### config.mk
export PLATFORM = sky130hd
export DESIGN_NAME = coulomb_counter_cycle_gauge_top
export DESIGN_NICKNAME = d
export VERILOG_FILES = /design/src/hw/rtl/ccg_pkg.sv /design/src/hw/rtl/ccg_div.sv /design/src/hw/rtl/coulomb_counter_cycle_gauge_top.sv
export SDC_FILE = /design/constraint.sdc
export NUM_CORES = 2
export LEC_CHECK = 0
export BUFFER_PORTS_ARGS = -buffer_cell sky130_fd_sc_hd__buf_2
export CAP_MARGIN = 20
export CORE_AREA = 2 2 312 314
export DETAILED_ROUTE_END_ITERATION = 10
export DIE_AREA = 0 0 314 316
export GPL_TIMING_DRIVEN = 0
export PLACE_DENSITY = 0.79
export SYNTH_ARGS = -nofsm -noshare
export SYNTH_HDL_FRONTEND = slang
export SYNTH_HIERARCHICAL = 1
export SYNTH_SLANG_ARGS = --single-unit
### constraint.sdc
create_clock -name clk -period 30.6 [get_ports clk]
set_clock_uncertainty 0.2 [all_clocks]
set_input_delay 9.18 -clock clk [delete_from_list [all_inputs] [get_ports clk]]
set_output_delay 9.18 -clock clk [all_outputs]
set_load 0.01 [all_outputs]
### src/hw/rtl/ccg_pkg.sv
`default_nettype none

package ccg_pkg;

    // Field and accumulator widths.
    localparam int unsigned CUR_W  = 16;
    localparam int unsigned CAP_W  = 36;
    localparam int unsigned MV_W   = 16;
    localparam int unsigned SOC_W  = 7;
    localparam int unsigned NET_W  = 40;
    localparam int unsigned TOT_W  = 48;
    localparam int unsigned CYC_W  = 32;
    localparam int unsigned CFG_W  = 36;
    localparam int unsigned ADDR_W = 2;
    localparam int unsigned OUT_W  = 192;

    // Shared divider: remainder holds up to twice the capacity.
    localparam int unsigned DIV_W  = CAP_W + 1;
    localparam int unsigned NUM_W  = TOT_W;
    localparam int unsigned STEP_W = 6;

    // Quotient lengths of the three divisions.
    localparam logic [STEP_W-1:0] VOLT_STEPS  = STEP_W'(17);
    localparam logic [STEP_W-1:0] CYCLE_STEPS = STEP_W'(48);
    localparam logic [STEP_W-1:0] SOC_STEPS   = STEP_W'(7);

    localparam int unsigned SAMPLE_SECONDS_DEF = 1;
    localparam int unsigned SOC_SCALE          = 200;

    // Register reset values.
    localparam logic [CAP_W-1:0] CAPACITY_RST = CAP_W'(900000);
    localparam logic [MV_W-1:0]  FULL_MV_RST  = MV_W'(12600);
    localparam logic [MV_W-1:0]  EMPTY_MV_RST = MV_W'(11000);

    // Configuration register indexes.
    typedef enum logic [ADDR_W-1:0] {
        CFG_CAPACITY = 2'd0,
        CFG_FULL_MV  = 2'd1,
        CFG_EMPTY_MV = 2'd2
    } cfg_addr_t;

    // Sequencer states.
    typedef enum logic [3:0] {
        ST_IDLE,
        ST_UPD,
        ST_MUL0,
        ST_MUL1,
        ST_VDIV,
        ST_VWAIT,
        ST_CDIV,
        ST_CWAIT,
        ST_SDIV,
        ST_SWAIT,
        ST_OUT
    } state_t;

    // Request to the shared divider.
    typedef struct packed {
        logic              start;
        logic [STEP_W-1:0] steps;
        logic [DIV_W-1:0]  rem_init;
        logic [NUM_W-1:0]  num;
        logic [DIV_W-1:0]  den;
    } div_req_t;

    // Divider status and result.
    typedef struct packed {
        logic             done;
        logic [NUM_W-1:0] quot;
    } div_rsp_t;

endpackage

`default_nettype wire

### src/hw/rtl/ccg_div.sv
`default_nettype none

// Restoring divider, one quotient bit per cycle. The caller preloads the
// partial remainder (which must be below the divisor) and the remaining
// dividend bits, most significant first, and sets the number of steps.
module ccg_div (
    input  wire logic              clk,
    input  wire logic              rst_n,
    input  wire ccg_pkg::div_req_t req,
    output ccg_pkg::div_rsp_t      rsp
);

    logic                         busy_reg;
    logic                         busy_next;
    logic                         done_reg;
    logic                         done_next;
    logic [ccg_pkg::STEP_W-1:0]   cnt_reg;
    logic [ccg_pkg::STEP_W-1:0]   cnt_next;
    logic [ccg_pkg::DIV_W-1:0]    rem_reg;
    logic [ccg_pkg::NUM_W-1:0]    num_reg;
    logic [ccg_pkg::NUM_W-1:0]    quot_reg;
    logic [ccg_pkg::DIV_W-1:0]    den_reg;

    logic [ccg_pkg::DIV_W:0]      trial;
    logic [ccg_pkg::DIV_W:0]      trial_diff;
    logic                         fits;

    // One subtract-and-compare step.
    always_comb
    begin
        trial      = {rem_reg, num_reg[ccg_pkg::NUM_W-1]};
        trial_diff = trial - {1'b0, den_reg};
        fits       = (trial >= {1'b0, den_reg});
    end

    // Step counter and completion flag.
    always_comb
    begin
        busy_next = busy_reg;
        done_next = 1'b0;
        cnt_next  = cnt_reg;
        if (req.start)
        begin
            busy_next = 1'b1;
            cnt_next  = req.steps;
        end
        else if (busy_reg)
        begin
            cnt_next = cnt_reg - 1'b1;
            if (cnt_reg == ccg_pkg::STEP_W'(1))
            begin
                busy_next = 1'b0;
                done_next = 1'b1;
            end
        end
    end

    always_ff @(posedge clk or negedge rst_n)
    begin
        if (!rst_n)
        begin
            busy_reg <= 1'b0;
            done_reg <= 1'b0;
            cnt_reg  <= '0;
        end
        else
        begin
            busy_reg <= busy_next;
            done_reg <= done_next;
            cnt_reg  <= cnt_next;
        end
    end

    // Remainder, dividend and quotient shift registers.
    always_ff @(posedge clk)
    begin
        if (req.start)
        begin
            rem_reg  <= req.rem_init;
            num_reg  <= req.num;
            den_reg  <= req.den;
            quot_reg <= '0;
        end
        else if (busy_reg)
        begin
            rem_reg  <= fits ? trial_diff[ccg_pkg::DIV_W-1:0] : trial[ccg_pkg::DIV_W-1:0];
            num_reg  <= {num_reg[ccg_pkg::NUM_W-2:0], 1'b0};
            quot_reg <= {quot_reg[ccg_pkg::NUM_W-2:0], fits};
        end
    end

    assign rsp.done = done_reg;
    assign rsp.quot = quot_reg;

endmodule

`default_nettype wire

### src/hw/rtl/coulomb_counter_cycle_gauge_top.sv
// An input transaction runs a partial-product multiply, then 17, 48 and 7 steps
// of the shared restoring divider, plus sequencing; the multiply and the voltage
// or charge division are skipped when voltage or charge is fixed.
// The block takes one sample at a time; the output register lets the next
// sample enter while a result still waits on the master side.
// Reset: rst_n clears accumulators, cycle count and control, and loads register defaults.
`default_nettype none

module coulomb_counter_cycle_gauge_top #(
    parameter int unsigned SAMPLE_SECONDS = ccg_pkg::SAMPLE_SECONDS_DEF
) (
    input  wire logic                           clk,
    input  wire logic                           rst_n,
    input  wire logic                           cfg_we,
    input  wire logic [ccg_pkg::ADDR_W-1:0]     cfg_addr,
    input  wire logic [ccg_pkg::CFG_W-1:0]      cfg_data,
    input  wire logic                           s_axis_tvalid,
    output      logic                           s_axis_tready,
    // [15:0] sample_ma
    input  wire logic [ccg_pkg::CUR_W-1:0]      s_axis_tdata,
    output      logic                           m_axis_tvalid,
    input  wire logic                           m_axis_tready,
    // [6:0] soc_percent, [22:7] voltage_mv, [62:23] net_discharge,
    // [110:63] total_out, [158:111] total_in, [190:159] full_cycles,
    // [191] cycle_added
    output      logic [ccg_pkg::OUT_W-1:0]      m_axis_tdata
);

    localparam int unsigned SecW = $clog2(SAMPLE_SECONDS + 1);
    localparam int unsigned MagW = ccg_pkg::CUR_W + 1;
    localparam int unsigned QW   = MagW + SecW;
    localparam int unsigned LoW  = 18;
    localparam int unsigned PartW = ccg_pkg::MV_W + LoW;
    localparam int unsigned ProdW = ccg_pkg::MV_W + ccg_pkg::CAP_W;
    localparam int unsigned VNumW = ProdW + 2;
    localparam int unsigned SNumW = ccg_pkg::CAP_W + 9;

    // Configuration registers.
    logic [ccg_pkg::CAP_W-1:0]  cap_cfg_reg;
    logic [ccg_pkg::MV_W-1:0]   full_mv_reg;
    logic [ccg_pkg::MV_W-1:0]   empty_mv_reg;

    // Sequencer.
    ccg_pkg::state_t            state_reg;
    ccg_pkg::state_t            state_next;

    // Working registers.
    logic [ccg_pkg::CUR_W-1:0]  cur_reg;
    logic [ccg_pkg::CAP_W-1:0]  cap_reg;
    logic [ccg_pkg::CAP_W-1:0]  vnet_reg;
    logic [ccg_pkg::MV_W-1:0]   diff_reg;
    logic [ProdW-1:0]           prod_reg;
    logic [ccg_pkg::MV_W-1:0]   volt_reg;
    logic [ccg_pkg::SOC_W-1:0]  soc_reg;
    logic                       added_reg;

    // Accumulators.
    logic [ccg_pkg::NET_W-1:0]  net_reg;
    logic [ccg_pkg::TOT_W-1:0]  tout_reg;
    logic [ccg_pkg::TOT_W-1:0]  tin_reg;
    logic [ccg_pkg::CYC_W-1:0]  cyc_reg;

    // Output register.
    logic                       out_valid_reg;
    logic                       out_valid_next;
    logic [ccg_pkg::OUT_W-1:0]  out_data_reg;

    logic                       in_fire;
    logic                       out_load;
    logic [ccg_pkg::CAP_W-1:0]  cap_eff;
    logic                       cur_neg;
    logic [MagW-1:0]            cur_mag;
    logic [QW-1:0]              charge;
    logic [ccg_pkg::NET_W:0]    net_sum;
    logic [ccg_pkg::NET_W-1:0]  net_upd;
    logic [ccg_pkg::TOT_W:0]    tout_sum;
    logic [ccg_pkg::TOT_W:0]    tin_sum;
    logic                       net_ge_cap;
    logic                       net_gt_cap;
    logic [LoW-1:0]             mul_sel;
    logic [PartW-1:0]           part_prod;
    logic [VNumW-1:0]           vnum;
    logic [SNumW-1:0]           snum;
    logic [ccg_pkg::CAP_W-1:0]  soc_left;
    logic [ccg_pkg::MV_W-1:0]   term;
    logic [ccg_pkg::CYC_W-1:0]  cyc_expected;
    ccg_pkg::div_req_t          div_req;
    ccg_pkg::div_rsp_t          div_rsp;

    // Configuration writes; unknown indexes are dropped.
    always_ff @(posedge clk or negedge rst_n)
    begin
        if (!rst_n)
        begin
            cap_cfg_reg  <= ccg_pkg::CAPACITY_RST;
            full_mv_reg  <= ccg_pkg::FULL_MV_RST;
            empty_mv_reg <= ccg_pkg::EMPTY_MV_RST;
        end
        else if (cfg_we)
        begin
            unique case (cfg_addr)
                ccg_pkg::CFG_CAPACITY: cap_cfg_reg  <= cfg_data[ccg_pkg::CAP_W-1:0];
                ccg_pkg::CFG_FULL_MV:  full_mv_reg  <= cfg_data[ccg_pkg::MV_W-1:0];
                ccg_pkg::CFG_EMPTY_MV: empty_mv_reg <= cfg_data[ccg_pkg::MV_W-1:0];
                default: ;
            endcase
        end
    end

    // Charge of one sample and the saturating accumulator updates.
    always_comb
    begin
        cap_eff    = (cap_cfg_reg == '0) ? ccg_pkg::CAP_W'(1) : cap_cfg_reg;
        cur_neg    = cur_reg[ccg_pkg::CUR_W-1];
        cur_mag    = cur_neg ? (MagW'(1) << ccg_pkg::CUR_W) - {1'b0, cur_reg}
                             : {1'b0, cur_reg};
        charge     = QW'(cur_mag) * QW'(SAMPLE_SECONDS);
        net_sum    = {1'b0, net_reg} + (ccg_pkg::NET_W + 1)'(charge);
        if (cur_neg)
        begin
            net_upd = net_sum[ccg_pkg::NET_W] ? '1 : net_sum[ccg_pkg::NET_W-1:0];
        end
        else
        begin
            net_upd = (net_reg > ccg_pkg::NET_W'(charge))
                    ? net_reg - ccg_pkg::NET_W'(charge) : '0;
        end
        tout_sum   = {1'b0, tout_reg} + (cur_neg ? (ccg_pkg::TOT_W + 1)'(charge) : '0);
        tin_sum    = {1'b0, tin_reg} + (cur_neg ? '0 : (ccg_pkg::TOT_W + 1)'(charge));
        net_ge_cap = (net_reg >= ccg_pkg::NET_W'(cap_reg));
        net_gt_cap = (net_reg > ccg_pkg::NET_W'(cap_reg));
    end

    // Shared partial-product multiplier: low half of the net discharge first, then high half.
    always_comb
    begin
        mul_sel   = (state_reg == ccg_pkg::ST_MUL1) ? vnet_reg[ccg_pkg::CAP_W-1:LoW]
                                                    : vnet_reg[LoW-1:0];
        part_prod = PartW'(diff_reg) * PartW'(mul_sel);
    end

    // Dividend setup and result unpacking for the shared divider.
    always_comb
    begin
        vnum         = {1'b0, prod_reg, 1'b0} + VNumW'(cap_reg);
        soc_left     = cap_reg - net_reg[ccg_pkg::CAP_W-1:0];
        snum         = SNumW'(soc_left) * SNumW'(ccg_pkg::SOC_SCALE) + SNumW'(cap_reg);
        term         = div_rsp.quot[ccg_pkg::MV_W-1:0];
        cyc_expected = (div_rsp.quot[ccg_pkg::TOT_W-1:ccg_pkg::CYC_W] != '0)
                     ? '1 : div_rsp.quot[ccg_pkg::CYC_W-1:0];
    end

    // Next state.
    always_comb
    begin
        state_next = state_reg;
        unique case (state_reg)
            ccg_pkg::ST_IDLE:  if (in_fire) state_next = ccg_pkg::ST_UPD;
            ccg_pkg::ST_UPD:   state_next = net_ge_cap ? ccg_pkg::ST_CDIV : ccg_pkg::ST_MUL0;
            ccg_pkg::ST_MUL0:  state_next = ccg_pkg::ST_MUL1;
            ccg_pkg::ST_MUL1:  state_next = ccg_pkg::ST_VDIV;
            ccg_pkg::ST_VDIV:  state_next = ccg_pkg::ST_VWAIT;
            ccg_pkg::ST_VWAIT: if (div_rsp.done) state_next = ccg_pkg::ST_CDIV;
            ccg_pkg::ST_CDIV:  state_next = ccg_pkg::ST_CWAIT;
            ccg_pkg::ST_CWAIT:
            begin
                if (div_rsp.done)
                begin
                    state_next = net_gt_cap ? ccg_pkg::ST_OUT : ccg_pkg::ST_SDIV;
                end
            end
            ccg_pkg::ST_SDIV:  state_next = ccg_pkg::ST_SWAIT;
            ccg_pkg::ST_SWAIT: if (div_rsp.done) state_next = ccg_pkg::ST_OUT;
            ccg_pkg::ST_OUT:   if (out_load) state_next = ccg_pkg::ST_IDLE;
            default:           state_next = ccg_pkg::ST_IDLE;
        endcase
    end

    // Sequencer outputs: handshakes and divider requests.
    always_comb
    begin
        s_axis_tready    = (state_reg == ccg_pkg::ST_IDLE);
        in_fire          = s_axis_tvalid && (state_reg == ccg_pkg::ST_IDLE);
        out_load         = (state_reg == ccg_pkg::ST_OUT) && (!out_valid_reg || m_axis_tready);
        div_req.start    = 1'b0;
        div_req.steps    = ccg_pkg::CYCLE_STEPS;
        div_req.rem_init = '0;
        div_req.num      = tout_reg;
        div_req.den      = {1'b0, cap_reg};
        unique case (state_reg)
            ccg_pkg::ST_VDIV:
            begin
                div_req.start    = 1'b1;
                div_req.steps    = ccg_pkg::VOLT_STEPS;
                div_req.rem_init = vnum[VNumW-1:17];
                div_req.num      = {vnum[16:0], (ccg_pkg::NUM_W - 17)'(0)};
                div_req.den      = {cap_reg, 1'b0};
            end
            ccg_pkg::ST_CDIV:
            begin
                div_req.start = 1'b1;
            end
            ccg_pkg::ST_SDIV:
            begin
                div_req.start    = 1'b1;
                div_req.steps    = ccg_pkg::SOC_STEPS;
                div_req.rem_init = snum[SNumW-2:7];
                div_req.num      = {snum[6:0], (ccg_pkg::NUM_W - 7)'(0)};
                div_req.den      = {cap_reg, 1'b0};
            end
            default: ;
        endcase
    end

    always_ff @(posedge clk or negedge rst_n)
    begin
        if (!rst_n)
        begin
            state_reg <= ccg_pkg::ST_IDLE;
        end
        else
        begin
            state_reg <= state_next;
        end
    end

    // Accumulators and cycle count.
    always_ff @(posedge clk or negedge rst_n)
    begin
        if (!rst_n)
        begin
            net_reg  <= '0;
            tout_reg <= '0;
            tin_reg  <= '0;
            cyc_reg  <= '0;
        end
        else
        begin
            if (state_reg == ccg_pkg::ST_UPD)
            begin
                net_reg  <= net_upd;
                tout_reg <= tout_sum[ccg_pkg::TOT_W] ? '1 : tout_sum[ccg_pkg::TOT_W-1:0];
                tin_reg  <= tin_sum[ccg_pkg::TOT_W] ? '1 : tin_sum[ccg_pkg::TOT_W-1:0];
            end
            if ((state_reg == ccg_pkg::ST_CWAIT) && div_rsp.done && (cyc_expected > cyc_reg))
            begin
                cyc_reg <= cyc_expected;
            end
        end
    end

    // Working registers of one sample.
    always_ff @(posedge clk)
    begin
        if (in_fire)
        begin
            cur_reg <= s_axis_tdata;
            cap_reg <= cap_eff;
        end
        unique case (state_reg)
            ccg_pkg::ST_UPD:
            begin
                // Voltage is taken from the net discharge before this sample.
                vnet_reg <= net_reg[ccg_pkg::CAP_W-1:0];
                diff_reg <= (full_mv_reg >= empty_mv_reg) ? full_mv_reg - empty_mv_reg
                                                          : empty_mv_reg - full_mv_reg;
                if (net_ge_cap)
                begin
                    volt_reg <= empty_mv_reg;
                end
            end
            ccg_pkg::ST_MUL0:
            begin
                prod_reg <= ProdW'(part_prod);
            end
            ccg_pkg::ST_MUL1:
            begin
                prod_reg <= prod_reg + {part_prod, LoW'(0)};
            end
            ccg_pkg::ST_VWAIT:
            begin
                if (div_rsp.done)
                begin
                    volt_reg <= (full_mv_reg >= empty_mv_reg) ? full_mv_reg - term
                                                              : full_mv_reg + term;
                end
            end
            ccg_pkg::ST_CWAIT:
            begin
                if (div_rsp.done)
                begin
                    added_reg <= (cyc_expected > cyc_reg);
                    if (net_gt_cap)
                    begin
                        soc_reg <= '0;
                    end
                end
            end
            ccg_pkg::ST_SWAIT:
            begin
                if (div_rsp.done)
                begin
                    soc_reg <= div_rsp.quot[ccg_pkg::SOC_W-1:0];
                end
            end
            default: ;
        endcase
    end

    // Output register.
    always_comb
    begin
        out_valid_next = out_valid_reg;
        if (out_load)
        begin
            out_valid_next = 1'b1;
        end
        else if (m_axis_tready)
        begin
            out_valid_next = 1'b0;
        end
    end

    always_ff @(posedge clk or negedge rst_n)
    begin
        if (!rst_n)
        begin
            out_valid_reg <= 1'b0;
        end
        else
        begin
            out_valid_reg <= out_valid_next;
        end
    end

    always_ff @(posedge clk)
    begin
        if (out_load)
        begin
            out_data_reg <= {added_reg, cyc_reg, tin_reg, tout_reg, net_reg,
                             volt_reg, soc_reg};
        end
    end

    assign m_axis_tvalid = out_valid_reg;
    assign m_axis_tdata  = out_data_reg;

    // Shared divider for voltage, cycle count and state of charge.
    ccg_div u_div (
        .clk   (clk),
        .rst_n (rst_n),
        .req   (div_req),
        .rsp   (div_rsp)
    );

endmodule

`default_nettype wire

==> results.md <==
* Cts hold-fix bufs at 0
* Compound-cell area share of the yosys netlist at 14.0%
* Hold Path Class: reg2reg
* Initial Util at 64.6%
* DRC Markers at 0
* Drt pass-1 iters at 7
* Die area at 0.0992 mm2
* Vias in the first global route at 48,600
* Mapped Area at 0.0620 mm2
* Post-cts sizing count at 0
* Total grt overflow at 0
* Post-synth ARST share at 31.5%
* Outcome: complete, no violations
* Final Setup Violations at 0
* Synth top area cells: edfxtp_1, ha_1, dfrtp_1, fa_1, inv_1
* Placer congestion estimate at 1.03
* Mux cell area share after synthesis at 4.74%
* Setup crit end kind: output port
* Area growth syn-to-layout at 9.93%
* Average wire per standard cell at 23.6 um
* Num CTS Buffers at 84
* Slew Limit Fails at 0
* Die span in y at 316 um
* Clock-pin slew on the worst setup and hold paths at 0.06 ns
* Row Count at 114
* Largest area contributor in the netlist: edfxtp_1
* First-pass GRT wire length at 288,000 um
* Routed Wire Length at 191,000 um
* CP Data Arrival Time at 2.44 ns
* Largest net degree at the start of global routing at 93
* CTS tree: built
* Most used cell, CP: buf_2
* Synth Area in Simple Gates at 14.0%
* Filler cell count at 7,085
* Final HPWL DP at 151,000 um
* Post-CTS Setup Inserts at 0
* Fmax at 84.6 MHz
* Core ar. at 0.0960 mm2
* Layout cell share with drive strength beyond 1 at 11.1%
* Syn Inst Count at 6,392
* Max FFs per register at 192
* Root buf cell: clkbuf_16
* CP peak stage delay at 0.69 ns
* Avg Cell Area, Syn at 9.71 um2
* Min cycle time layout at 11.82 ns
* Input/output buffers at 252
* Crit start category: register
* Vias at 50,200
* Hold slack at 0.225 ns
* DR vias/cell at 6.20
* CP cell instances: buf_2 -> clkbuf_1 -> nor4_1 -> buf_2
* Number of synthesized flops with an enable pin at 494
* Fin Setup TNS at 0 ns
* I/O pin cnt at 253
* Final Hold Viols at 0
* Max Fanout on Critical Path at 10
* Tot GR Track Use at 38.1%
* Starting DRC count in detailed routing at 5,204
* Main combinational cell family by area after synthesis: adder cells
* Slew HR at 12.6%
* Max-capacitance violation count at 0
* Initial antenna violation count at 8
* CP max stage cell: nor4_1
* H-tree depth at 3
* Synth cell types at 116
* Skew-Pair Late Insertion Delay at 0.70 ns
* Unrepaired setup endpoints after global routing: no
* Final net count at 7,651
* Primary FF master, synth: edfxtp_1
* Required @ worst endpoint at 21.22 ns
* Yosys Warn Count at 6
* Adder-cell share of the synthesized area at 20.2%
* Layout Utilization at 71.1%
* Crit Path Category: reg2out
* Synth top area share at 23.9%
* Seq cells post-synth at 791
* Die W at 314 um
* Clock Path Buffers at 3
* Final ANT Viol Nets at 0
* Worst-margin pin slew at 1.30 ns
* Post-synthesis xor/xnor area fraction at 5.49%
* Final period util at 38.6%
* Num Clock Sinks at 791
* Register area share after synthesis at 35.6%
synthesized netlist by cell type (all sizes together) (12+ instances only):
cell type	count
edfxtp	494
xor2	160
nand4	62
or3	28
ha	577
o22ai	40
and4	15
a211oi	25
a22oi	14
xnor2	223
nor3	72
o21a	56
or2	47
buf	49
a21o	150
a221o	13
nor4	38
a21boi	12
o21ai	309
a21oi	398
o211ai	29
o21bai	49
clkbuf	217
nand3	107
mux2	205
mux2i	61
dfstp	25
a221oi	12
nand2b	56
dfrtp	224
nor2	374
inv	718
o22a	20
nand2	594
and3	97
and2	184
nor2b	59
fa	265
a211o	13
a31oi	49
dfxtp	48
o31ai	29
cells in the final DEF, fill, tap and decap left out, drive strengths merged, types with 72 or more instances in the layout:
cell	count
dfrtp	224
a21o	150
nor3	72
buf	316
and3	97
a21oi	398
clkbuf	327
fa	265
nor2	374
inv	722
xor2	160
edfxtp	494
nand2	594
o21ai	309
nand3	107
and2	184
mux2	205
ha	577
xnor2	223
path summary, 6_finish.rpt:
kind	from	to	slack (ns)	depth (start not counted)
min in group asynchronous	rst_n	tin_reg[45]$_DFFE_PN0P_	8.27	1
setup / recovery	state_reg[0]$_DFFE_PN0P_	s_axis_tready	18.78	4
hold / removal	added_reg$_DFFE_PP_	m_axis_tdata[191]$_DFFE_PP_	0.23	0
setup reg to reg	state_reg[3]$_DFFE_PN0P_	prod_reg[51]$_SDFFCE_PN0P_	19.28	35
hold reg to reg	added_reg$_DFFE_PP_	m_axis_tdata[191]$_DFFE_PP_	0.23	0
max in group asynchronous	rst_n	u_div/cnt_reg[2]$_DFFE_PN0P_	20.56	3
area by class of cell:
| type | count | area, um2 | share of cell area (%) |
|---|---|---|---|
| plain buffers | 266 | 1080 | 1.59 |
| diodes | 5 | 12.5 | 0.0183 |
| well taps | 1276 | 1600 | 2.34 |
| flip-flops and latches | 791 | 22100 | 32.3 |
| multi-input cells | 4618 | 36200 | 53.1 |
| clock inverters | 46 | 564 | 0.827 |
| clock buffers | 110 | 2370 | 3.47 |
| inverters | 721 | 2710 | 3.97 |
| repair buffers | 268 | 1570 | 2.31 |
critical path: cells and delay by family (launching register included):
kind          cells  cell delay (ns)
flops             1             0.35
simple gates      1             0.69
buf+inv           3             0.70
metal layers:
layer / share of wire, % / wire [um] / GRT usage [%] / vias up
met4: 6.5 / 12300 / 21.9 / 6
met2: 44 / 83400 / 57.6 / 2564
met5: 0.023 / 43 / 0 / -
met1: 40 / 77100 / 51.3 / 24200
met3: 9.5 / 18100 / 7.79 / 542
li1: - / - / - / 22900
metrics by stage:
step           instance area (um2)  setup slack [ns]  cells
3_5_place_dp                 65300             19.07   7939
6_report                     68200             18.78   8101
3_3_place_gp                 64900              8.84   7924
2_1_floorplan                62100             12.46   6396
5_1_grt                      68200             18.73   8097
4_1_cts                      68200             18.79   8095
kinds of logic (layout without fill, tap and decap cells):
kind of cell             Yosys count  in the layout
AO/OA/AOI/OAI                   1341           1341
XOR/XNOR                         385            385
adder cells (fa/ha/maj)          842            842
buffers and inverters            987           1411
flip-flops                       791            791
multiplexers                     266            266
other                              2             11
AND/OR/NAND/NOR                 1778           1778
Power is left out: the tool's default activity adds up to more than one toggle a clock period on the data nets, which glitch-free logic cannot reach.
